File: src/svf_mul.sv
// shared registered signed multiplier
module svf_mul #(
    parameter int A_W = 32,
    parameter int C_W = 25
) (
    input  logic                       clk,
    input  logic                       en,
    input  logic signed [A_W-1:0]      a,
    input  logic signed [C_W-1:0]      c,
    output logic signed [A_W+C_W-1:0]  prod
);

    logic signed [A_W+C_W-1:0] prod_reg;

    // product register, loaded only when a multiply is issued
    always_ff @(posedge clk)
    begin
        if (en)
        begin
            prod_reg <= a * c;
        end
    end

    assign prod = prod_reg;

endmodule

File: config.mk
export PLATFORM = sky130hd
export DESIGN_NAME = svf_mul
export DESIGN_NICKNAME = d
export VERILOG_FILES = /design/src/svf_mul.sv
export SDC_FILE = /design/constraint.sdc
export NUM_CORES = 2
export LEC_CHECK = 0
export ABC_AREA = 0
export BUFFER_PORTS_ARGS = -buffer_cell sky130_fd_sc_hd__buf_4
export CORE_MARGIN = 4
export CORE_UTILIZATION = 33
export DETAILED_ROUTE_END_ITERATION = 8
export HOLD_SLACK_MARGIN = 0.03
export SETUP_SLACK_MARGIN = 0.5
export SYNTH_ARGS = -nofsm -noshare
export SYNTH_HDL_FRONTEND = slang
export SYNTH_SLANG_ARGS = --single-unit
File: constraint.sdc
create_clock -name clk -period 8.25 [get_ports clk]
set_input_delay 1.65 -clock clk [delete_from_list [all_inputs] [get_ports clk]]
set_output_delay 1.65 -clock clk [all_outputs]
set_load 0.01 [all_outputs]
== Word level (Yosys, flattened, before mapping) ==
Index checks and enable logic that the tools add are counted.

* Logic and storage cells: 2
* Output and inout bits: 57
* Register bits after elaboration: 57
* Input bits: 59

* Multipliers: 1

{| class="wikitable"
|+ Operators by type and width
! cell !! count
|-
| 32-bit by 25-bit multiplier with 57-bit output || 1
|}

== Longest topological paths before layout ==
* Depth in word-level cells: 1
* Depth in mapped cells: 26
* Depth with buffers taken out: 25

== Worst setup path before layout ==
Ideal clock, no wire load.

* Kind: input-to-reg
* Start: input a[31]
* End: register prod_reg[55], in the netlist prod[55], data pin
* Setup time: 0.270 ns
* Required time: 7.980 ns
* Slack: 0.112 ns
* Arrival: 7.869 ns
* Path buffers: 1
* Stages on the path: 24
* Path through: clkbuf_1 > nand2_1 > inv_1 > fa_1 > fa_1 > inv_1 > fa_1 > inv_1 > fa_1 > inv_1 > fa_1 > fa_1 > fa_1 > inv_1 > ha_1 > a21o_1 > a21o_1 > a21o_1 > a21o_1 > a21oi_1 > o21ai_0 > a21oi_1 > o41ai_2 > xor2_1

* Word-level cells in the longest chain between the ends: 1

{| class="wikitable"
|+ RTL lines
! element !! RTL line !! RTL
|-
| start, declared || 8 || <nowiki>input logic signed [A_W-1:0] a,</nowiki>
|-
| 32-bit by 25-bit multiplier with 57-bit output || 20 || <nowiki>prod_reg <= a * c;</nowiki>
|-
| end signal, assigned || 20 ||
|-
| end, declared || 13 || <nowiki>logic signed [A_W+C_W-1:0] prod_reg;</nowiki>
|}

Every way passes these cells.
A chain may end at the register's enable or synchronous reset.

== Final worst setup path ==
* Start: input c[13]
* End: register prod_reg[55], in the netlist prod[55], data pin

* Word-level cells in the longest chain between the ends: 1

{| class="wikitable"
|+ RTL lines
! element !! RTL line !! RTL
|-
| start, declared || 9 || <nowiki>input logic signed [C_W-1:0] c,</nowiki>
|-
| 32-bit by 25-bit multiplier with 57-bit output || 20 ||
|}

Every way passes these cells.

==> qor.yml <==
status:
  status: "complete, no violations"
detailed_routing:
  via_per_inst: 4.68
  drt-pass1-iter-count: 5
  post_drt_wl_per_cell_um: 17.4
  drc: 0
  finalWirelength_um: 80600
  vias: 21700
  ant_nets: 0
  drt_iter0_markers: 960
clock_network:
  cts_buffers: 9
  cts.sinks: 57
  htree_levels: 3
  clk_transition_reported_paths_ns: 0.07
  ctsHoldBuffers: 0
  clockBufferDepth: 2
  cts-root-buf: "clkbuf_16"
  tritoncts: "built"
yosys:
  yosysTopAreaCellShare: 0.543
  syn-instance-count: 3204
  synth.avg_cell_area_um2: 9.43
  synth_commonest_cells: "inv_1, fa_1, nand2_1, and2_1, ha_1"
  synth-edff-count: 57
  ys_types: 63
  yosysTopAreaCell: "fa_1"
  yosysMostFrequentCell: "inv_1"
  yosysWarnings: 0
  synthArstFlopShare: 0
  synth_seq_cells: 57
  synthFlopType: "edfxtp_1"
  ys_seq_area_frac: 0.0567
  synth_nets: 4237
  synthTopCellsByArea: "fa_1, inv_1, and2_1"
  synth.cell_area_um2: 30200
timing:
  final_max_slew_viol_count: 0
  setup_tns_ns: 0
  min_period_ns: 7.70
  clock.fmax_mhz: 130
  grt_setup_unrepaired: "yes"
  fin_crit_sh: 0.933
  hold_viol_final: 0
  tightest_slew_ns: 0.890
  hold_ws_ns: 1.88
  slew_headroom: 0.407
  setup_violations: 0
floorplanning:
  core_area_um2: 90400
  die-area_um2: 96400
  rows: 110
  start_util: 0.334
  die_x_um: 311
  num_io_pins: 116
  die_h_um: 311
min_path:
  holdPathStages: 2
  hold_start: "c[0]"
  min_path_type: "input pin to register"
  whs_endpoint: "prod[0]"
placement:
  placed_area_um2: 33800
  portBuffers: 115
  dp_hpwl_um: 69000
  place_congestion: 0.853
global_route:
  antenna_found_initial: 0
  track_usage: 0.173
  grt_pass1_wl_um: 132000
  grt_pass1_vias: 24800
  grt_max_degree: 58
  gr-total-overflow: 0
worst_setup_path:
  crit_fanout: 15
  start_kind: "input pin"
  cp.arrival_ns: 7.79
  endpoint_kind: "register"
  worst-setup-path-type: "input pin to register"
  required_ns: 8.34
cells_and_area:
  final_util: 0.396
  fin_nets: 4480
  diodes: 0
  largest_reg_flops: 57
  drive_gt1_frac: 0.169
  area_growth_pct: 18.5
  fin_area_um2: 35800
flow_run:
  drv_cap: 0
## per-stage QoR
stage                     std cells  setup slack, ns
after floorplan                3204            0.494
after global placement         4570           -0.244
after detailed placement       4570           -0.243
after CTS                      4599            0.508
after global routing           4628            0.305
final                          4628            0.550
## how the worst max path moves through the flow
stage                     slack, ns  endpoint  cells past startpoint   from
after floorplan                0.49  prod[55]                     23  a[18]
after global placement        -0.24  prod[40]                     25   c[1]
after detailed placement      -0.24  prod[40]                     25   c[1]
after CTS                      0.51  prod[55]                     25   c[4]
after global routing           0.30  prod[55]                     28   c[4]
final                          0.55  prod[55]                     23  c[13]
## routing by layer
metal	share of wire	GRT usage
met5	0	0
met4	0.035	0.0496
met3	0.040	0.0198
met2	0.54	0.331
met1	0.38	0.202
## cells in the final DEF, fill, tap and decap left out, types with 5 or more instances in the layout
cell,netlist,routed
inv_1,860,838
fa_1,819,784
nand2_1,410,400
and2_1,397,388
buf_4,0,304
ha_1,155,128
edfxtp_1,57,57
buf_6,0,48
xnor2_1,45,44
nor2_1,50,41
fa_2,0,35
a21oi_1,52,32
ha_4,0,27
a21o_1,26,26
o21ai_0,40,26
a21oi_2,0,19
inv_2,0,18
buf_12,0,16
nand2b_1,14,14
xor2_1,15,14
clkbuf_16,0,13
o21ai_2,1,12
nand3_1,13,11
and2_4,0,9
nand4_1,9,9
buf_8,0,9
nand2_2,0,8
nor3_1,6,6
o21bai_1,5,5
nor2_2,0,5
a31oi_4,1,5
## area by class of cell
class | instances | area (um^2)
sequential | 57 | 1710
fill | 9008 | 54600
tap | 1176 | 1470
clock buffer | 9 | 225
timing repair buffer | 385 | 3490
multi-input combinational | 2134 | 25600
inverter | 860 | 3240
clock inverter | 7 | 103
## kinds of logic after synthesis
family / share of synthesized area
AOI/OAI and AO/OA: 0.0406
DFF: 0.0567
adders and majority gates: 0.607
and+or+nand+nor: 0.152
xor gates and xnor gates: 0.0174
buffers and inverters: 0.126
## worst max-delay path, cell delays in order
cell and delay [ns]:
buf_4 0.18, and2_1 0.17, fa_1 0.53, inv_1 0.05, fa_1 0.48, inv_1 0.05, fa_1 0.48, fa_1 0.61
fa_2 0.48, fa_1 0.50, inv_1 0.05, fa_1 0.47, inv_1 0.06, ha_4 0.23, a21o_1 0.20, a31o_4 0.23
a31oi_4 0.17, o21ai_2 0.13, a32o_2 0.25, or3b_4 0.42, a31oi_4 0.17, o41ai_2 0.08, xor2_1 0.14
## what timing repair did
| action | CTS | global route |
|---|---|---|
| buffers inserted | 13 | 25 |
| resized for setup | 111 | 182 |
| endpoints found under the setup margin | 18 | 22 |
| pin swaps | 50 | 114 |
| cloned | 0 | 4 |
Power is not shown: default switching activity piles up to over one toggle a cycle in this logic, so the estimate is an artifact.
