File: src/svf_pkg.sv
// shared constants, codes and control types of the two-pole state-variable filter
package svf_pkg;

    // parameter defaults
    localparam int SAMPLE_BITS_DEF    = 24;
    localparam int STATE_BITS_DEF     = 32;
    localparam int COEF_FRAC_BITS_DEF = 20;

    // fixed field widths
    localparam int COEF_W     = 24;
    localparam int MIX_W      = 17;
    localparam int MODE_W     = 3;
    localparam int CFG_IDX_W  = 3;
    localparam int CFG_DATA_W = 24;
    localparam int MIX_SHIFT  = 16;

    // output select codes
    localparam logic [MODE_W-1:0] MODE_LP     = 3'd0;
    localparam logic [MODE_W-1:0] MODE_HP     = 3'd1;
    localparam logic [MODE_W-1:0] MODE_BP     = 3'd2;
    localparam logic [MODE_W-1:0] MODE_MIX    = 3'd3;
    localparam logic [MODE_W-1:0] MODE_BYPASS = 3'd4;

    // register indexes
    localparam logic [CFG_IDX_W-1:0] REG_MODE       = 3'd0;
    localparam logic [CFG_IDX_W-1:0] REG_GAIN_NORM  = 3'd1;
    localparam logic [CFG_IDX_W-1:0] REG_INTEG_GAIN = 3'd2;
    localparam logic [CFG_IDX_W-1:0] REG_DAMPING    = 3'd3;
    localparam logic [CFG_IDX_W-1:0] REG_MIX_WEIGHT = 3'd4;

    // register reset values
    localparam logic [COEF_W-1:0] COEF_ONE = 24'h100000;
    localparam logic [MIX_W-1:0]  MIX_ONE  = 17'h10000;
    localparam logic [MIX_W-1:0]  MIX_HALF = 17'h08000;

    // sequencer states
    typedef enum logic [3:0] {
        ST_IDLE,
        ST_MUL_RHO,
        ST_CALC_T,
        ST_MUL_A0,
        ST_CALC_HP,
        ST_MUL_HP,
        ST_CALC_BP,
        ST_MUL_BP,
        ST_CALC_LP,
        ST_UPD_ONE,
        ST_UPD_TWO,
        ST_CALC_MIX,
        ST_FINAL
    } state_t;

    // multiplier signed operand
    typedef enum logic [2:0] {MA_Z1, MA_T, MA_HP, MA_BP, MA_LP} mul_a_t;

    // multiplier coefficient operand
    typedef enum logic [2:0] {MC_RHO, MC_A0, MC_ALPHA, MC_W, MC_WINV} mul_c_t;

    // adder second operand
    typedef enum logic [2:0] {OB_ZERO, OB_X, OB_Z1, OB_Z2, OB_AH, OB_AB, OB_MH} op_b_t;

    // adder third operand
    typedef enum logic [1:0] {OC_ZERO, OC_NZ2, OC_BP, OC_LP} op_c_t;

    // saturated adder result destination
    typedef enum logic [2:0] {
        DST_NONE, DST_T, DST_HP, DST_BP, DST_LP, DST_Z1, DST_Z2, DST_MIX
    } dst_t;

    // datapath control from the sequencer
    typedef struct packed {
        logic   mul_en;
        mul_a_t mul_a;
        mul_c_t mul_c;
        logic   use_prod;
        logic   neg_prod;
        logic   shift16;
        op_b_t  op_b;
        op_c_t  op_c;
        dst_t   dst;
        logic   ah_load;
        logic   ab_load;
        logic   mh_load;
        logic   out_load;
    } ctrl_t;

endpackage

File: src/svf_alu.sv
// product scaling, three-input add and saturation to the state range
module svf_alu #(
    parameter int STATE_BITS     = 32,
    parameter int COEF_FRAC_BITS = 20,
    parameter int PROD_W         = 57,
    parameter int SUM_W          = 38
) (
    input  svf_pkg::ctrl_t             ctrl,
    input  logic signed [PROD_W-1:0]   prod,
    input  logic signed [SUM_W-1:0]    op_b,
    input  logic signed [SUM_W-1:0]    op_c,
    output logic signed [SUM_W-1:0]    scaled,
    output logic signed [STATE_BITS-1:0] sat_val,
    output logic                       ovf
);
    import svf_pkg::*;

    localparam logic signed [SUM_W-1:0] ST_MAX =
        SUM_W'((65'sd1 <<< (STATE_BITS - 1)) - 65'sd1);
    localparam logic signed [SUM_W-1:0] ST_MIN = ~ST_MAX;

    logic signed [PROD_W-1:0] prod_sh;
    logic signed [SUM_W-1:0]  p_term;
    logic signed [SUM_W-1:0]  sum;
    logic                     ovf_hi;
    logic                     ovf_lo;

    // floor scaling of the product by the coefficient or mix fraction
    always_comb
    begin
        if (ctrl.shift16)
        begin
            prod_sh = prod >>> MIX_SHIFT;
        end
        else
        begin
            prod_sh = prod >>> COEF_FRAC_BITS;
        end
        scaled = SUM_W'(prod_sh);
    end

    // add and clamp
    always_comb
    begin
        if (!ctrl.use_prod)
        begin
            p_term = '0;
        end
        else if (ctrl.neg_prod)
        begin
            p_term = -scaled;
        end
        else
        begin
            p_term = scaled;
        end
        sum    = p_term + op_b + op_c;
        ovf_hi = sum > ST_MAX;
        ovf_lo = sum < ST_MIN;
        if (ovf_hi)
        begin
            sat_val = ST_MAX[STATE_BITS-1:0];
        end
        else if (ovf_lo)
        begin
            sat_val = ST_MIN[STATE_BITS-1:0];
        end
        else
        begin
            sat_val = sum[STATE_BITS-1:0];
        end
        ovf = ovf_hi | ovf_lo;
    end

endmodule

File: config.mk
export PLATFORM = sky130hd
export DESIGN_NAME = svf_alu
export DESIGN_NICKNAME = d
export VERILOG_FILES = /design/src/svf_pkg.sv /design/src/svf_alu.sv
export SDC_FILE = /design/constraint.sdc
export NUM_CORES = 1
export LEC_CHECK = 0
export ABC_AREA = 0
export BUFFER_PORTS_ARGS = -buffer_cell sky130_fd_sc_hd__clkbuf_2
export CORE_ASPECT_RATIO = 1.2
export CORE_MARGIN = 2
export CORE_UTILIZATION = 35
export DETAILED_ROUTE_END_ITERATION = 8
export SLEW_MARGIN = 10
export SYNTH_ARGS = -nofsm -noshare
export SYNTH_HDL_FRONTEND = slang
export SYNTH_SLANG_ARGS = --single-unit
File: constraint.sdc
create_clock -name vclk -period 16.6
set_input_delay 1.66 -clock vclk [all_inputs]
set_output_delay 1.66 -clock vclk [all_outputs]
set_load 0.05 [all_outputs]
## Yosys cells after proc, flatten, opt, wreduce, memory -nomap -nowiden

Index checks and enable logic that the tools add are counted.

| storage, ports and cells | value |
|---|---|
| bits of input ports | 155 |
| latch bits | 0 |
| register bits | 0 |
| memories | 0 |
| bits in writable memories | 0 |
| output and inout bits | 71 |
| memory bits (read-only) | 0 |

| cells by class | value |
|---|---|
| equal/unequal tests | 0 |
| bitwise operators | 1 |
| div/mod/pow operators | 0 |
| multipliers | 0 |
| reductions and logical operators | 0 |
| shift-type cells | 0 |
| magnitude comparators | 2 |
| add/subtract/negate cells | 3 |
| multiplexer cells | 5 |

Operators by type and width:

| operator | count |
|---|---|
| $mux 38 | 3 |
| $add 38x38->38 | 2 |
| $mux 32 | 2 |
| $gt 38x32->1 const B | 1 |
| $lt 38x32->1 const B | 1 |
| $neg 38->38 | 1 |
| $or 1x1->1 | 1 |

## Longest topological paths before layout

Gate-level depths: netlist of run 1.

| depth | value |
|---|---|
| depth after elaboration | 9 |
| gate-level depth with buffers | 29 |

## Worst setup path after synthesis of run 1

OpenSTA, ideal clock, no wires.

| path | value |
|---|---|
| kind | in2out |
| from | in ctrl[12] in the netlist's numbering |
| to | out sat_val[6] |
| stages | 27 |
| slack | 6,473 ps |
| required time | 14,940 ps |
| buffers on the path | 7 |
| arrival time | 8,467 ps |
| cell sequence | buf_6 -> buf_6 -> buf_8 -> clkbuf_1 -> buf_2 -> buf_2 -> mux2i_1 -> ha_1 -> o221ai_2 -> nor3_4 -> nand4_2 -> nand2b_4 -> nor3_4 -> nand4_2 -> a21oi_1 -> and3b_1 -> fa_1 -> ha_1 -> clkbuf_1 -> nand2_1 -> o21ai_0 -> nor3_1 -> a221o_1 -> a211o_1 -> nor4_1 -> a31oi_2 -> o31ai_1 |

| on the way | value |
|---|---|
| word-level cells in the longest chain between the ends | 9 |
| elaborated cells on any way between the ends | 10 |
| those cells by class | add/sub: 3; order compare: 2; mux: 5 |

RTL lines:

| item | RTL line | source |
|---|---|---|
| start, declared | svf_alu.sv:8 | `input svf_pkg::ctrl_t ctrl,` |
| $mux 38 (*) | svf_alu.sv:31 | `if (ctrl.shift16)` |
| $neg 38->38 | svf_alu.sv:51 | `p_term = -scaled;` |
| $mux 38 (*) | svf_alu.sv:49 | `else if (ctrl.neg_prod)` |
| $mux 38 (*) | svf_alu.sv:45 | `if (!ctrl.use_prod)` |
| $add 38x38->38 (*) (2 in a row) | svf_alu.sv:57 | `sum = p_term + op_b + op_c;` |
| $lt 38x32->1 | svf_alu.sv:59 | `ovf_lo = sum < ST_MIN;` |
| $mux 32 | svf_alu.sv:64 | `else if (ovf_lo)` |
| $mux 32 (*) | svf_alu.sv:60 | `if (ovf_hi)` |
| end, declared | svf_alu.sv:13 | `output logic signed [STATE_BITS-1:0] sat_val,` |

Every way passes the cells marked *; elsewhere a longest branch is shown, timed or not.

## Worst setup path after layout of run 1

| path | value |
|---|---|
| from | in ctrl[12] in the netlist's numbering |
| to | out sat_val[7] |

The elaborated chain is that of the path after synthesis.

==> summary.md, run 1 <==
| Metric | Value |
|---|---|
| WS Path Type | `in -> out` |
| Vias per Instance | `5.425` |
| Starting Density | `35.76%` |
| Slew Limit Fails | `0` |
| Synth top area share | `14.76%` |
| PwrDens | `111.3 nW/um2` |
| Syn nets | `916` |
| Post-synth top area cell | `fa_1` |
| Wl on met1 | `7964 um` |
| Post-CTS Hold Buffers | `0` |
| Layout cells sized above 1 | `29.50%` |
| Final Wtd Congestion | `0.8781` |
| Pin count of the biggest net entering global routing | `77` |
| DIE AREA | `15720 um2` |
| Fmax | `95.34 MHz` |
| Number of global-route vias before repair | `5230` |
| Compound-cell area share of the yosys netlist | `25.93%` |
| Post-synthesis mux area share | `8.691%` |
| Fin crit share | `63.19%` |
| Initial DRC Count | `215` |
| Worst vdd ir | `0.00004654 V` |
| CP Max Fanout | `76` |
| Status | `finished clean` |
| Die H | `136.9 um` |
| # setup viols final | `0` |
| Die X | `114.8 um` |
| Global route total overflow | `0` |
| Core Area | `14410 um2` |
| First-pass GRT wire length | `26640 um` |
| Worst Tran Pin Value | `1.111 ns` |
| Top routing layer in use | `met4` |
| Via count | `5534` |
| Crit end category | `output port` |
| Met3 wire length | `766 um` |
| Synth top area cells | `fa_1, ha_1, a21oi_1` |
| IO Port Bufs | `191` |
| Sequential fraction of the synthesis area | `0%` |
| Final #Nets | `1076` |
| Drt drc | `0` |
| Setup Buffers After CTS | `0` |
| Synthesized area | `5154 um2` |
| Final hold vios | `0` |
| Min Hold Slack | `3.864 ns` |
| Crit path to | `sat_val[7]` |
| Crit start category | `primary input` |
| Syn Inst Count | `686` |
| Post-Synth Adder-Cell Area | `23.74%` |
| I/O pins | `226` |
| Seq_cells | `0` |
| Site Rows | `48` |
| Main combinational cell family by area after synthesis | `simple AND/OR/NAND/NOR gates` |
| WP data arrival | `8.83 ns` |
| Register area | `0 um2` |
| Max_cap viols | `0` |
| Post-cts resize count | `0` |
| RSZ-0062 raised after global routing | `no` |
| Final WL | `16890 um` |
| WL/cell | `16.56 um` |
| Top post-synthesis cells by count | `a21oi_1, o21ai_0, nand2_1` |
| Initial antenna violation count | `1` |
| Clock Buffer Count | `0` |
| Met2 wire length | `7945 um` |
| Setup tns final | `0 ns` |
| CP startpoint | `ctrl[12]` |
| Warnings, synthesis | `0` |
| Hold Path Class | `in -> out` |
| DRT Pass-1 Iters | `4` |
| Area grow syn2layout | `19.59%` |
| Synth Area in XOR/XNOR | `9.493%` |
| Detail Placement HPWL | `14680 um` |
| Slew margin rel. | `25.68%` |
| Post-Syn Area per Cell | `7.513 um2` |
| Yosys cell types | `74` |
| Minimum clock period | `10.49 ns` |
| Worst Path Required | `14.94 ns` |
| Simple-gate area share of the yosys netlist | `26.27%` |
| Leak | `0.002836 uW` |
| Routed Antenna Nets | `0` |
| Most common cell in the netlist | `a21oi_1` |
| GRT Total Usage | `20.79%` |
## power by group
group / total, uW / internal (uW) / leakage [uW] / switching (uW)
clock network: 0.00000806 / 0.00000805 / 0.00000000634 / 0
registers: 0 / 0 / 0 / 0
logic: 686 / 194 / 0.00284 / 492
## area by class of cell
class	count	area, um2
multi-input cells	618	4851
repair buffers	192	963.4
inverters	34	127.6
diodes	1	2.502
fillers	1566	8250
well taps	175	219.0
## worst min path at each step
stage	cells after the start	slack, ns	to	start
floorplan	1	3.63	scaled[12]	prod[32]
global placement	4	3.85	scaled[1]	prod[17]
detailed placement	4	3.86	scaled[36]	prod[52]
CTS	4	3.86	scaled[36]	prod[52]
global route	4	3.88	scaled[36]	prod[52]
finish	4	3.86	scaled[36]	prod[52]
## cell usage in the layout (no fill, tap or decap), types with 4 or more instances in the layout
| master | count |
|---|---|
| clkbuf_2 | 191 |
| o31ai_1 | 5 |
| nor3_1 | 34 |
| and3b_1 | 7 |
| a211oi_1 | 8 |
| nand4_1 | 10 |
| o2bb2ai_1 | 6 |
| ha_1 | 37 |
| xnor2_1 | 39 |
| o21ai_0 | 45 |
| or3_1 | 6 |
| o21ai_1 | 17 |
| and3_1 | 11 |
| mux2i_1 | 11 |
| nand2b_1 | 5 |
| nor2b_1 | 6 |
| o21bai_1 | 5 |
| a21oi_1 | 70 |
| o211ai_1 | 6 |
| mux2_2 | 30 |
| inv_1 | 33 |
| xor2_1 | 15 |
| or2_2 | 4 |
| nand2_1 | 42 |
| and2_1 | 27 |
| nand3_1 | 19 |
| nor2_1 | 33 |
| a21o_1 | 9 |
| nor4_1 | 5 |
| and4_1 | 5 |
| o21a_1 | 7 |
| fa_1 | 38 |
## worst max-delay path, stage by stage
cell,delay [ns]
clkbuf_2,0.07
buf_4,0.63
mux2i_1,0.41
ha_1,0.27
o221ai_2,0.16
nor3_4,0.30
nand4_2,0.21
nand2b_4,0.24
nor3_4,0.21
nand4_2,0.14
o41ai_2,0.37
mux2i_1,0.36
fa_1,0.47
ha_1,0.36
o21ai_0,0.26
a21oi_1,0.11
a221o_1,0.39
or4_1,0.40
o311ai_1,0.13
nor4_1,0.14
a31oi_2,0.92
o21ai_0,0.27
clkbuf_2,0.30
## through the flow
step,total power [uW],std cells,setup slack (ns),utilization [%],cell area [um2]
CTS,686.0,1019,6.184,42.74,6161
global route,741.4,1020,5.599,42.76,6163
finish,686.2,1020,6.111,42.76,6163
detailed placement,684.1,1019,6.186,42.74,6161
global placement,681.5,1019,6.257,42.74,6161
floorplan,531.5,686,6.473,-,5154
## cells by family (layout without fill, tap and decap cells)
family	after synthesis	after routing
AOI/OAI and AO/OA	212	212
xor gates and xnor gates	55	55
adders and majority gates	75	75
buffers and inverters	68	226
muxes	41	41
other	0	1
and+or+nand+nor	235	235
## metal layers
layer / GRT usage [%] / up-vias
met3: 0.9300 / 12
met4: 2.276 / 0
met5: 0 / -
met2: 35.24 / 166
li1: - / 2835
met1: 30.19 / 2521
(Power assumes the default switching activity.)
==> run 2, diff against run 1 <==
==> constraint.sdc (replaced) <==
create_clock -name vclk -period 10.2
set_input_delay 1.02 -clock vclk [all_inputs]
set_output_delay 1.02 -clock vclk [all_outputs]
set_load 0.05 [all_outputs]
==> summary.md, run 2 (synthesis results as in run 1) <==
| Metric | Value |
|---|---|
| WL/cell | `16.31 um (-1.5%)` |
| Initial antenna violation count | `1 (unchanged)` |
| Crit end category | `output port` |
| Minimum clock period | `8.939 ns` |
| First-pass GRT wire length | `26230 um (-1.5%)` |
| Filler cells | `1563 (-0.19%)` |
| Hold depth | `4 (unchanged)` |
| Critical path's largest stage delay | `0.83 ns (-0.09 ns)` |
| Die H | `136.9 um (unchanged)` |
| Initial DRC Count | `219 (+1.9%)` |
| Commonest non-fill, non-tap cell in the layout | `clkbuf_2` |
| PwrDens | `181.1 nW/um2 (+63%)` |
| Layout cells sized above 1 | `29.59% (+0.083 points)` |
| Vias per Instance | `5.430 (about the same)` |
| Slew Limit Fails | `0 (unchanged)` |
| Detail Placement HPWL | `14540 um (-0.97%)` |
| Routed Antenna Nets | `0 (unchanged)` |
| Crit start category | `primary input` |
| WP data arrival | `7.92 ns (-0.91 ns)` |
| Fin crit share | `87.64%` |
| Setup Buffers After CTS | `0 (unchanged)` |
| Clock Buffer Count | `0 (unchanged)` |
| Final #Nets | `1077 (+0.093%)` |
| WS Path Type | `in -> out` |
| Worst Tran Pin Value | `0.9920 ns (-0.1193 ns)` |
| Global route total overflow | `0 (unchanged)` |
| Number of global-route vias before repair | `5140 (-1.7%)` |
| Most frequent cells in the layout | `clkbuf_2, a21oi_1, o21ai_0, nand2_1, xnor2_1` |
| RSZ-0062 raised after global routing | `no` |
| Register area | `0 um2 (unchanged)` |
| Final hold vios | `0 (unchanged)` |
| GRT Total Usage | `20.41% (-0.37 points)` |
| Min Hold Slack | `2.574 ns (-1.290 ns)` |
| Starting Density | `35.76% (unchanged)` |
| Drt drc | `0 (unchanged)` |
| Die X | `114.8 um (unchanged)` |
| # setup viols final | `0 (unchanged)` |
| Pin count of the biggest net entering global routing | `44 (-43%)` |
| Seq_cells | `0 (unchanged)` |
| CP Cell Sequence | `clkbuf_2, mux2i_1, ha_1, o221ai_2, nor3_4, nand4_2, nand2b_4, nor3_4, nand4_2, o41ai_2, mux2i_1, fa_1, ha_1, o21ai_0, a21oi_1, a221o_1, or4_1, o311ai_1, nor4_1, a31oi_2, buf_4, o21ai_1, clkbuf_2` |
| Fmax | `111.9 MHz` |
| Leak | `0.002840 uW (+0.17%)` |
| Worst Path Required | `9.18 ns (-5.76 ns)` |
| Final WL | `16650 um (-1.4%)` |
| Hold Path Class | `in -> out` |
| Status | `finished clean` |
| I/O pins | `226 (unchanged)` |
| Worst vdd ir | `0.00008361 V (+80%)` |
| Site Rows | `48 (unchanged)` |
| IO Port Bufs | `191 (unchanged)` |
| Buf/Inv on CP | `3 (unchanged)` |
| Area grow syn2layout | `19.74%` |
| Slew margin rel. | `33.66% (+8.0 points)` |
| Top delay family on crit path | `compound AO/OA/AOI/OAI gates` |
| Via count | `5544 (+0.18%)` |
| Post-CTS Hold Buffers | `0 (unchanged)` |
| Setup tns final | `0 ns (unchanged)` |
| CP Depth | `23 (unchanged)` |
| Max_cap viols | `0 (unchanged)` |
| Post-cts resize count | `0 (unchanged)` |
| DIE AREA | `15720 um2 (unchanged)` |
| Final Wtd Congestion | `0.8639 (-1.6%)` |
| Core Area | `14410 um2 (unchanged)` |
| DRT Pass-1 Iters | `5 (+1)` |
| Critical path's slowest cell | `a31oi_2` |
| CP Max Fanout | `34 (-55%)` |
-- run 2: metrics by stage --
step           area (um2)  std cells  utilization [%]  total power, uW  setup WS, ns
2_1_floorplan        5154        686                -            864.9         1.353
5_1_grt              6171       1021            42.81             1209        0.6743
3_3_place_gp         6168       1020            42.80             1111         1.353
6_report             6171       1021            42.81             1118         1.261
4_1_cts              6168       1020            42.80             1117         1.299
3_5_place_dp         6168       1020            42.80             1115         1.286
-- run 2: cell type report --
cell class	count	area (um2)	area share, %
diodes	1	2.502	0.04055
repair buffers	193	970.9	15.73
inverters	34	127.6	2.068
multi-input cells	618	4851	78.61
well taps	175	219.0	3.548
-- run 2: power by group --
part | internal, uW | leakage [uW] | switching, uW | total (uW)
Combinational | 318 | 0.00284 | 800 | 1120
Sequential | 0 | 0 | 0 | 0
Clock | 0.0000131 | 0.00000000634 | 0 | 0.0000131
Total | 318 | 0.00284 | 800 | 1120
-- run 2: worst paths after layout --
check	slack (ns)	from	endpoint
setup / recovery	1.26	ctrl[12]	sat_val[2]
hold / removal	2.57	prod[16]	scaled[0]
-- run 2: tightest hold or removal path, stage by stage --
cell	delay (ns)
clkbuf_2	0.10
mux2i_1	0.10
inv_1	0.07
clkbuf_2	0.26
-- run 2: per-layer routing --
layer	part of all wire, %	track usage, %	vias up
met5	0	0	-
met4	0.71	1.539	0
met3	4.6	0.6643	6
met2	47	34.16	154
met1	47	30.46	2538
li1	-	-	2846
