===== src/svf_pkg.sv =====
// shared constants, codes and control types of the two-pole state-variable filter
package svf_pkg;

    // parameter defaults
    localparam int SAMPLE_BITS_DEF    = 24;
    localparam int STATE_BITS_DEF     = 32;
    localparam int COEF_FRAC_BITS_DEF = 20;

    // fixed field widths
    localparam int COEF_W     = 24;
    localparam int MIX_W      = 17;
    localparam int MODE_W     = 3;
    localparam int CFG_IDX_W  = 3;
    localparam int CFG_DATA_W = 24;
    localparam int MIX_SHIFT  = 16;

    // output select codes
    localparam logic [MODE_W-1:0] MODE_LP     = 3'd0;
    localparam logic [MODE_W-1:0] MODE_HP     = 3'd1;
    localparam logic [MODE_W-1:0] MODE_BP     = 3'd2;
    localparam logic [MODE_W-1:0] MODE_MIX    = 3'd3;
    localparam logic [MODE_W-1:0] MODE_BYPASS = 3'd4;

    // register indexes
    localparam logic [CFG_IDX_W-1:0] REG_MODE       = 3'd0;
    localparam logic [CFG_IDX_W-1:0] REG_GAIN_NORM  = 3'd1;
    localparam logic [CFG_IDX_W-1:0] REG_INTEG_GAIN = 3'd2;
    localparam logic [CFG_IDX_W-1:0] REG_DAMPING    = 3'd3;
    localparam logic [CFG_IDX_W-1:0] REG_MIX_WEIGHT = 3'd4;

    // register reset values
    localparam logic [COEF_W-1:0] COEF_ONE = 24'h100000;
    localparam logic [MIX_W-1:0]  MIX_ONE  = 17'h10000;
    localparam logic [MIX_W-1:0]  MIX_HALF = 17'h08000;

    // sequencer states
    typedef enum logic [3:0] {
        ST_IDLE,
        ST_MUL_RHO,
        ST_CALC_T,
        ST_MUL_A0,
        ST_CALC_HP,
        ST_MUL_HP,
        ST_CALC_BP,
        ST_MUL_BP,
        ST_CALC_LP,
        ST_UPD_ONE,
        ST_UPD_TWO,
        ST_CALC_MIX,
        ST_FINAL
    } state_t;

    // multiplier signed operand
    typedef enum logic [2:0] {MA_Z1, MA_T, MA_HP, MA_BP, MA_LP} mul_a_t;

    // multiplier coefficient operand
    typedef enum logic [2:0] {MC_RHO, MC_A0, MC_ALPHA, MC_W, MC_WINV} mul_c_t;

    // adder second operand
    typedef enum logic [2:0] {OB_ZERO, OB_X, OB_Z1, OB_Z2, OB_AH, OB_AB, OB_MH} op_b_t;

    // adder third operand
    typedef enum logic [1:0] {OC_ZERO, OC_NZ2, OC_BP, OC_LP} op_c_t;

    // saturated adder result destination
    typedef enum logic [2:0] {
        DST_NONE, DST_T, DST_HP, DST_BP, DST_LP, DST_Z1, DST_Z2, DST_MIX
    } dst_t;

    // datapath control from the sequencer
    typedef struct packed {
        logic   mul_en;
        mul_a_t mul_a;
        mul_c_t mul_c;
        logic   use_prod;
        logic   neg_prod;
        logic   shift16;
        op_b_t  op_b;
        op_c_t  op_c;
        dst_t   dst;
        logic   ah_load;
        logic   ab_load;
        logic   mh_load;
        logic   out_load;
    } ctrl_t;

endpackage


===== src/svf_seq.sv =====
// step sequencer driving the shared multiplier and adder
module svf_seq (
    input  logic                         clk,
    input  logic                         rst_n,
    input  logic                         start,
    input  logic [svf_pkg::MODE_W-1:0]   mode,
    input  logic                         out_free,
    output logic                         ready,
    output svf_pkg::ctrl_t               ctrl
);
    import svf_pkg::*;

    state_t state_reg;
    state_t state_next;

    // state register
    always_ff @(posedge clk or negedge rst_n)
    begin
        if (!rst_n)
        begin
            state_reg <= ST_IDLE;
        end
        else
        begin
            state_reg <= state_next;
        end
    end

    // next state
    always_comb
    begin
        state_next = state_reg;
        unique case (state_reg)
            ST_IDLE:
            begin
                if (start)
                begin
                    if (mode > MODE_MIX)
                    begin
                        state_next = ST_FINAL;
                    end
                    else
                    begin
                        state_next = ST_MUL_RHO;
                    end
                end
            end
            ST_MUL_RHO: state_next = ST_CALC_T;
            ST_CALC_T:  state_next = ST_MUL_A0;
            ST_MUL_A0:  state_next = ST_CALC_HP;
            ST_CALC_HP: state_next = ST_MUL_HP;
            ST_MUL_HP:  state_next = ST_CALC_BP;
            ST_CALC_BP: state_next = ST_MUL_BP;
            ST_MUL_BP:  state_next = ST_CALC_LP;
            ST_CALC_LP: state_next = ST_UPD_ONE;
            ST_UPD_ONE: state_next = ST_UPD_TWO;
            ST_UPD_TWO:
            begin
                if (mode == MODE_MIX)
                begin
                    state_next = ST_CALC_MIX;
                end
                else
                begin
                    state_next = ST_FINAL;
                end
            end
            ST_CALC_MIX: state_next = ST_FINAL;
            ST_FINAL:
            begin
                if (out_free)
                begin
                    state_next = ST_IDLE;
                end
            end
            default: state_next = ST_IDLE;
        endcase
    end

    // datapath control
    always_comb
    begin
        ctrl  = '0;
        ready = 1'b0;
        unique case (state_reg)
            ST_IDLE:
            begin
                ready = 1'b1;
            end
            ST_MUL_RHO:
            begin
                ctrl.mul_en = 1'b1;
                ctrl.mul_a  = MA_Z1;
                ctrl.mul_c  = MC_RHO;
            end
            ST_CALC_T:
            begin
                ctrl.use_prod = 1'b1;
                ctrl.neg_prod = 1'b1;
                ctrl.op_b     = OB_X;
                ctrl.op_c     = OC_NZ2;
                ctrl.dst      = DST_T;
            end
            ST_MUL_A0:
            begin
                ctrl.mul_en = 1'b1;
                ctrl.mul_a  = MA_T;
                ctrl.mul_c  = MC_A0;
            end
            ST_CALC_HP:
            begin
                ctrl.use_prod = 1'b1;
                ctrl.dst      = DST_HP;
            end
            ST_MUL_HP:
            begin
                ctrl.mul_en = 1'b1;
                ctrl.mul_a  = MA_HP;
                ctrl.mul_c  = MC_ALPHA;
            end
            ST_CALC_BP:
            begin
                ctrl.use_prod = 1'b1;
                ctrl.op_b     = OB_Z1;
                ctrl.dst      = DST_BP;
                ctrl.ah_load  = 1'b1;
            end
            ST_MUL_BP:
            begin
                ctrl.mul_en = 1'b1;
                ctrl.mul_a  = MA_BP;
                ctrl.mul_c  = MC_ALPHA;
            end
            ST_CALC_LP:
            begin
                ctrl.use_prod = 1'b1;
                ctrl.op_b     = OB_Z2;
                ctrl.dst      = DST_LP;
                ctrl.ab_load  = 1'b1;
            end
            ST_UPD_ONE:
            begin
                // integrator one update, mix highpass product in parallel
                ctrl.op_b   = OB_AH;
                ctrl.op_c   = OC_BP;
                ctrl.dst    = DST_Z1;
                ctrl.mul_en = 1'b1;
                ctrl.mul_a  = MA_HP;
                ctrl.mul_c  = MC_W;
            end
            ST_UPD_TWO:
            begin
                // integrator two update, keep scaled highpass share, issue lowpass share
                ctrl.op_b    = OB_AB;
                ctrl.op_c    = OC_LP;
                ctrl.dst     = DST_Z2;
                ctrl.shift16 = 1'b1;
                ctrl.mh_load = 1'b1;
                ctrl.mul_en  = 1'b1;
                ctrl.mul_a   = MA_LP;
                ctrl.mul_c   = MC_WINV;
            end
            ST_CALC_MIX:
            begin
                ctrl.use_prod = 1'b1;
                ctrl.shift16  = 1'b1;
                ctrl.op_b     = OB_MH;
                ctrl.dst      = DST_MIX;
            end
            ST_FINAL:
            begin
                ctrl.out_load = out_free;
            end
            default:
            begin
                ready = 1'b0;
            end
        endcase
    end

endmodule


===== config.mk =====
export PLATFORM = sky130hd
export DESIGN_NAME = svf_seq
export DESIGN_NICKNAME = d
export VERILOG_FILES = /design/src/svf_pkg.sv /design/src/svf_seq.sv
export SDC_FILE = /design/constraint.sdc
export NUM_CORES = 1
export LEC_CHECK = 0
export BUFFER_PORTS_ARGS = -buffer_cell sky130_fd_sc_hd__buf_2
export CORE_UTILIZATION = 25
export CTS_BUF_LIST = sky130_fd_sc_hd__clkbuf_8
export DETAILED_ROUTE_END_ITERATION = 8
export PLACE_DENSITY = 0.55
export SYNTH_ARGS = -nofsm -noshare
export SYNTH_HDL_FRONTEND = slang
export SYNTH_SLANG_ARGS = --single-unit

===== constraint.sdc =====
create_clock -name clk -period 1.6 [get_ports clk]
set_input_delay 0.16 -clock clk [delete_from_list [all_inputs] [get_ports clk]]
set_output_delay 0.16 -clock clk [all_outputs]
set_load 0.05 [all_outputs]

After elaboration in Yosys (flattened, before gate mapping)
Index checks and enable logic that the tools add are counted.
{ "totals": {"regBits": 4, "latchBits": 0, "ramBits": 0, "rom_bits": 0, "in_bits": 7, "output_inout_bits": 23, "elab_cells": 38, "memories": 0} }
{ "op_classes": {"addsub": 0, "multipliers": 0, "div_mod_pow": 0, "n_lt_le_gt_ge": 1, "eq_ne": 15, "shift": 0, "muxes": 17, "n_bitwise": 0, "n_reduce_logical": 4} }
{ "op_table": {"columns": ["cell", "n"], "rows": [
  ["$pmux 4 s13", 1],
  ["$pmux 7 s6", 1],
  ["$pmux 3 s7", 1],
  ["$eq 4x4->1 const B", 5],
  ["$pmux 3 s6", 1],
  ["$eq 4x3->1 const B", 4],
  ["$mux 4", 3],
  ["$eq 4x2->1 const B", 2],
  ["$mux 1", 8],
  ["$pmux 2 s3", 1],
  ["$reduce_or 5->1", 1],
  ["$eq 4x1->1 const B", 1],
  ["$logic_not 4->1", 1],
  ["$ne 2x2->1 const B", 2],
  ["$eq 3x2->1 const B", 1],
  ["$gt 3x2->1 const B", 1],
  ["$mux 3", 1],
  ["$reduce_and 2->1", 1],
  ["$reduce_or 2->1", 1]
]} }

Longest topological paths before layout
Gate-level depths: netlist of run 1.
{ "logic_depth": {"depth_word": 4, "ltp_mapped": 6, "ltp_nobuf": 4} }

Least setup slack after synthesis of run 1
Ideal clock, no wire load.
{ "synth_timing": {"path_kind": "register to output", "startpoint": "reg state_reg[0]", "endpoint": "out ctrl[20] in the netlist's numbering", "t_arrival_ps": 2695, "required_ps": 1440, "setup_slack_ps": -1255, "stages_incl_launch_ff": 5, "n_path_buf": 3, "cell_sequence": "dfrtp_1 buf_4 buf_2 nor4bb_1 buf_4"} }
{ "synth_lines": {"columns": ["element", "line_no", "text"], "rows": [
  ["start: declaration", "svf_seq.sv:13", "state_t state_reg;"],
  ["start signal: assignment", "svf_seq.sv:25", "state_reg <= state_next;"],
  ["end: declaration", "svf_seq.sv:9", "output svf_pkg::ctrl_t ctrl"]
]} }

==> results of run 1 <==
metal layers:
metal	vias to the layer above	part of all wire	wire (um)	track usage
met2	18	0.49	790	0.252
met3	4	0.031	49	0.0157
met4	0	0.030	48	0.103
met5	-	0	0	0
met1	288	0.44	710	0.175
li1	322	-	-	-
cells in the final DEF, fill, tap and decap left out, types with 3 or more instances in the layout:
master / synthesis / layout
buf_2: 5 / 23
o21ai_0: 5 / 3
clkbuf_8: 0 / 3
nor2_1: 7 / 4
nand2_1: 5 / 5
a21o_1: 4 / 3
buf_4: 5 / 11
buf_6: 1 / 8
worst register-to-register path: stages (launching register included):
cell	delay, ps
dfrtp_2	460
buf_4	200
nand2_2	90
mux2_4	300
a311oi_2	230
layout make-up:
type	instances	share of cell area
clock buffer	3	0.0424
inverter	4	0.0193
multi-input combinational	53	0.493
sequential	4	0.105
tap	27	0.0347
timing repair buffer	43	0.306
what timing repair did:
item	4_1_cts	5_1_grt
pin swaps	1	2
buffers inserted	1	1
endpoints found under the hold margin	4	0
gates resized for setup	13	8
setup endpoints to repair	9	10
hold buffers	1	0
metrics by stage:
| step | util | cells | setup slack [ps] | TNS (ps) | hold WS, ps |
|---|---|---|---|---|---|
| floorplan | - | 72 | -285 | -1340 | -136 |
| global placement | 0.424 | 128 | 113 | 0 | -30.8 |
| global route | 0.487 | 134 | -17.2 | -45.9 | 299 |
| detailed placement | 0.424 | 128 | 115 | 0 | -30.7 |
| finish | 0.487 | 134 | 45.4 | 0 | 275 |
| CTS | 0.469 | 133 | 2.57 | 0 | 277 |
worst max path at each step:
stage / end / from / slack, ps
finish: ctrl[0] / state_reg[1]$_DFFE_PN0P_ / 50
global route: ctrl[20] / state_reg[2]$_DFFE_PN0P_ / -20
CTS: ctrl[17] / state_reg[2]$_DFFE_PN0P_ / 3
detailed placement: ctrl[14] / state_reg[2]$_DFFE_PN0P_ / 120
global placement: ctrl[14] / state_reg[2]$_DFFE_PN0P_ / 110
floorplan: ctrl[20] / state_reg[0]$_DFFE_PN0P_ / -280
cell families after synthesis:
kind of cell           Yosys count  synth area share
buffers and inverters           15             0.162
flip-flops                       4             0.183
AO/OA/AOI/OAI                   21             0.265
multiplexers                     2            0.0458
XOR/XNOR                         1            0.0160
AND/OR/NAND/NOR                 29             0.327
==> flow_summary.ini, run 1 <==
[cts]
cts_tree = built
path_clk_slew_ps = 30
cts_root_buf = clkbuf_8
h-tree-depth = 1
cts_inserted_buffers = 3
worstSkewPairLatency_ps = 220
cts_buffer_depth = 2
numClockSinks = 4

[yosys]
syn_avg_cell_area_sq_um = 7.59
synth_top_cell_by_area = dfrtp_1
synth-edff-count = 0
yosys.area.top_type_share = 0.183
yosys_most_used_dff = dfrtp_1
synth_area_leaders = dfrtp_1 18%, buf_4 6.9%, a21o_1 5.5%
async_reset_ff_frac = 1.00
yosys.cell_types.count = 35
yosys-top-cells-count = 7 x nor2_1, 5 x buf_2, 5 x buf_4, 5 x nand2_1, 5 x o21ai_0
synth_cells = 72
syn_area_sq_um = 547
syn_nets = 79
seq_area_frac_synth = 0.183
ys_warn_count = 0
synth-seq-cells = 4
synth_most_common_cell = nor2_1

[critical_path]
critical_path_class = reg -> out
crit_path_cell_trace = buf_4, nor2_4, and4_1, buf_6
cp_num_buf_inv = 2
timing.rr.start = state_reg[1]$_DFFE_PN0P_
worstPathRequired_ps = 1440
worstPathArrival_ps = 1390
startpoint_type = register
critPathCaptureType = output port
critPathSlowestCell = dfrtp_2
worstReg2RegEnd = state_reg[2]$_DFFE_PN0P_
r2r_slack_ps = 220
worstPathMaxFanout = 9
cp.depth = 4
slowest_delay_ps = 460
reg2regPathDepth = 4
path_delay_family = flip-flops

[timing]
maxSlewHeadroom = 0.806
tightest_slew_ps = 291
clock_skew_ps = 1.80
period_share = 0.972
min_period_ps = 1550
setup_viol_count_final = 0
fmax_mhz = 643
final_hold_viol_count = 0
maxSlewViolCount = 0
rsz0062_at_grt = yes

[routing]
drc = 0
totalWireLength_mm = 1.60
wl_per_cell_um = 11.9
dr.pass1.iters = 4
vias = 632
ant_nets = 0
vias_per_cell = 4.72
drtIter0Drc = 10

[layout]
drive_gt1_frac = 0.664
final_nets = 116
multiInputGateArea_sq_um = 480
regArea_sq_um = 103
fillers = 208
n_antenna_cell = 0
largest_reg_flops = 4
final_area_sq_um = 975
syn2layout_area_growth_pct = 78.3

[floorplanning]
die_area_sq_mm = 0.00238
die_y_um = 48.8
start_util = 0.273
ios = 30
die_w_um = 48.8
coreArea_sq_mm = 0.00200
row_count = 16

[worst_hold_path]
hp-class = in -> async

[placed_design]
dpl-instance-area_sq_um = 848
port_buffers = 29
gpl.final_weighted_congestion = 0.805
dp_hpwl_mm = 1.24

[grt]
overflow = 0
antenna_found_initial = 0
grt_max_degree = 13
grt_pass1_vias = 602
grt_pass1_wl_mm = 2.73
grt_usage = 0.149

[outcome]
status = complete, no violations

[run]
drv_cap = 0
Power of run 1 is left out: the tool's default activity adds up to more than one toggle a clock period on the data nets, which glitch-free logic cannot reach.
==> run 2, diff against run 1 <==
Settings changed: MAX_ROUTING_LAYER from default to met4, PLACE_DENSITY 0.55 to 0.53.
==> flow_summary.ini, run 2 (synthesis results as in run 1) <==
[outcome]
status = complete, no violations

[timing]
timing.final.ws_setup_ps = 26.1
maxSlewHeadroom = 0.809
min_period_ps = 1570
setup_viol_count_final = 0
fin_setup_tns_ps = 0
fmax_mhz = 635
final_hold_viol_count = 0
period_share = 0.984
maxSlewViolCount = 0
clock_skew_ps = 1.97
rsz0062_at_grt = yes
tightest_slew_ps = 285

[routing]
drc = 0
totalWireLength_mm = 1.72
ant_nets = 0
wl_per_cell_um = 12.2
drtIter0Drc = 9
dr.pass1.iters = 4
vias_per_cell = 4.71
vias = 664

[cts]
h-tree-depth = 1
cts_buffer_depth = 2
cts_root_buf = clkbuf_8
cts_tree = built
numClockSinks = 4
cts_inserted_buffers = 3
worstSkewPairLatency_ps = 220
path_clk_slew_ps = 30

[critical_path]
worstPathArrival_ps = 1410
critPathLaunch = state_reg[3]$_DFFE_PN0P_
startpoint_type = register
worstReg2RegEnd = state_reg[2]$_DFFE_PN0P_
critPathCaptureType = output port
reg2regPathDepth = 5
critical_path_class = reg -> out
worstPathMaxFanout = 16
r2r_slack_ps = 200
timing.rr.start = state_reg[2]$_DFFE_PN0P_
crit_path_end = ctrl[21]
worstPathRequired_ps = 1440

[layout]
layoutNonFillerInstCount = 141
final_common_cell = buf_4
drive_gt1_frac = 0.684
syn2layout_area_growth_pct = 96.3
utilization = 0.536
final_cell_mix = 24 x buf_4, 16 x buf_2, 5 x nand2_1
largest_reg_flops = 4
final_nets = 123
n_antenna_cell = 0

[worst_hold_path]
hp-class = in -> async

[placed_design]
gpl.final_weighted_congestion = 0.843
port_buffers = 29
placed_cells = 126
place_ws_ps = 69.3
dp_hpwl_mm = 1.24

[run]
drv_cap = 0

[grt]
grt_pass1_wl_mm = 2.77
grt_usage = 0.162
grt_pass1_vias = 620
overflow = 0
grt_max_degree = 17
antenna_found_initial = 0

[floorplanning]
coreArea_sq_mm = 0.00200
row_count = 16
die_y_um = 48.8
die_w_um = 48.8
start_util = 0.273
ios = 30
die_area_sq_mm = 0.00238
==> run 2: repair_timing <==
action                                  CTS  global route
endpoints found under the setup margin   15             9
setup buffers                            11             0
resized for setup                        17            13
hold buffers                              1             0
gates cloned                              0             0
endpoints found under the hold margin     4             0
==> run 2: layout make-up <==
cell class / count / area (sq um)
clock buffers: 3 / 41.3
inverters: 4 / 18.8
flip-flops and latches: 4 / 103
multi-input cells: 53 / 484
well taps: 27 / 33.8
repair buffers: 50 / 393
fillers: 193 / 928
==> run 2: worst min path at each step <==
stage,startpoint,end,slack (ps),cells past startpoint
after floorplan,rst_n,state_reg[0]$_DFFE_PN0P_,-140,0
after global placement,rst_n,state_reg[1]$_DFFE_PN0P_,-30,1
after detailed placement,rst_n,state_reg[1]$_DFFE_PN0P_,-20,1
after CTS,rst_n,state_reg[2]$_DFFE_PN0P_,280,2
after global routing,rst_n,state_reg[2]$_DFFE_PN0P_,300,2
final,rst_n,state_reg[2]$_DFFE_PN0P_,280,2
==> run 2: through the flow <==
stage | hold slack [ps] | cell area (sq um)
after global routing | 303 | 1070
after CTS | 277 | 1040
after global placement | -30.0 | 858
after detailed placement | -24.3 | 858
after floorplan | -136 | 671
final | 278 | 1070
==> run 2: worst max-delay path, cell delays in order, from the launching register on <==
cell and delay, ps:
dfrtp_2 430, buf_8 160, and4bb_2 250, a21o_1 160, buf_4 190
==> run 2: layer usage <==
metal	wire, um	track usage	up-vias
met5	0	-	-
met4	55	0.132	0
met3	85	0.0252	4
met2	834	0.252	26
met1	749	0.184	297
li1	-	-	337
Power of run 2 is left out for the same reason.
==> run 3, diff against run 2 <==
Settings changed: PLACE_DENSITY 0.53 to 0.54.
==> flow_summary.ini, run 3 (synthesis results as in run 1) <==
[grt]
grtUsageMet2 = 0.266
overflow = 0
grt_usage = 0.165
grt_use_met3 = 0.0189
use_met1 = 0.195
grt_pass1_wl_mm = 2.90
antenna_found_initial = 0
grt_max_degree = 18
grt_pass1_vias = 633
grt-busiest-layer = met2

[routing]
vias_per_cell = 4.83
vias = 676
drc = 0
ant_nets = 0
dr.pass1.iters = 4
drtIter0Drc = 8
wl_per_cell_um = 12.7
totalWireLength_mm = 1.77

[floorplanning]
die_w_um = 48.8
die_y_um = 48.8
ios = 30
start_util = 0.273
row_count = 16
die_area_sq_mm = 0.00238
coreArea_sq_mm = 0.00200

[layout]
final_common_cell = buf_4
final_nets = 122
layoutNonFillerInstCount = 140
drive_gt1_frac = 0.673
final_cell_mix = 22 x buf_4, 16 x buf_2, 5 x nand2_1
largest_reg_flops = 4
n_antenna_cell = 0
fillers = 213
syn2layout_area_growth_pct = 89.2

[cts]
numClockSinks = 4
cts_tree = built
cts_buffer_depth = 2
h-tree-depth = 1
worstSkewPairLatency_ps = 220
cts_inserted_buffers = 3
path_clk_slew_ps = 30
cts_root_buf = clkbuf_8

[timing]
clock_skew_ps = 2.09
fmax_mhz = 638
maxSlewHeadroom = 0.804
tightest_slew_ps = 293
maxSlewViolCount = 0
min_period_ps = 1570
period_share = 0.980
final_hold_viol_count = 0
setup_viol_count_final = 0
rsz0062_at_grt = no

[critical_path]
crit_path_cell_trace = buf_4, and4bb_2, a21o_1, buf_6
r2r_slack_ps = 240
worstPathMaxFanout = 6
critical_path_class = reg -> out
cp_num_buf_inv = 2
critPathCaptureType = output port
path_delay_family = flip-flops
startpoint_type = register
worstPathArrival_ps = 1410
slowest_delay_ps = 420
critPathSlowestCell = dfrtp_2
worstPathRequired_ps = 1440

[worst_hold_path]
hp-class = in -> async

[placed_design]
port_buffers = 29
dp_hpwl_mm = 1.23
placed_cells = 130
gpl.final_weighted_congestion = 0.790

[outcome]
status = complete, no violations

[run]
drv_cap = 0
[run 3: changes by cell type in the layout (fill, tap and decap cells not counted), moves of 2 or more]
cell and change:
buf_4 -2, buf_6 +2, buf_8 -2, clkbuf_4 +2
[run 3: metrics by stage]
stage               setup TNS, ps  worst slack (ps)  hold slack, ps  utilization  area, sq um
global placement                0               136           -32.3        0.438          876
detailed placement              0               122           -31.2        0.438          876
global route                    0              1.12             304        0.517         1030
CTS                        -0.558            -0.558             276        0.479          958
finish                          0              32.1             278        0.517         1030
floorplan                   -1340              -285            -136            -          671
[run 3: path summary, 6_finish.rpt]
check / from / to / depth (start not counted)
min in group clk: out_free / state_reg[2]$_DFFE_PN0P_ / 3
setup reg to reg: state_reg[1]$_DFFE_PN0P_ / state_reg[2]$_DFFE_PN0P_ / 4
max in group asynchronous: rst_n / state_reg[3]$_DFFE_PN0P_ / 2
hold / removal: rst_n / state_reg[1]$_DFFE_PN0P_ / 2
setup / recovery: state_reg[0]$_DFFE_PN0P_ / ctrl[21] / 4
hold reg to reg: state_reg[0]$_DFFE_PN0P_ / state_reg[0]$_DFFE_PN0P_ / 3
[run 3: metal layers]
metal	up-vias	part of all wire
met3	4	0.023
met2	18	0.50
li1	333	-
met1	321	0.45
met4	0	0.029
met5	-	0
[run 3: worst reg2reg max path, cell delays in order (launching register included)]
cell      delay, ps
dfrtp_2         460
buf_4           190
nand2_2          80
mux2_4          300
a311oi_2        230
[run 3: area by class of cell]
class / instances / area (sq um) / area share
Inverter: 4 / 18.8 / 0.0181
Timing Repair Buffer: 49 / 365 / 0.353
Sequential cell: 4 / 104 / 0.100
Clock buffer: 3 / 41.3 / 0.0399
Tap cell: 27 / 33.8 / 0.0326
Multi-Input combinational cell: 53 / 472 / 0.456
[run 3: timing repair]
| action | 4_1_cts | 5_1_grt |
|---|---|---|
| hold endpoints to repair | 4 | 0 |
| resized for setup | 9 | 18 |
| hold buffers | 1 | 0 |
| buffers inserted | 1 | 5 |
| pin swaps | 0 | 2 |
| endpoints found under the setup margin | 13 | 14 |
Power of run 3 is left out for the same reason.
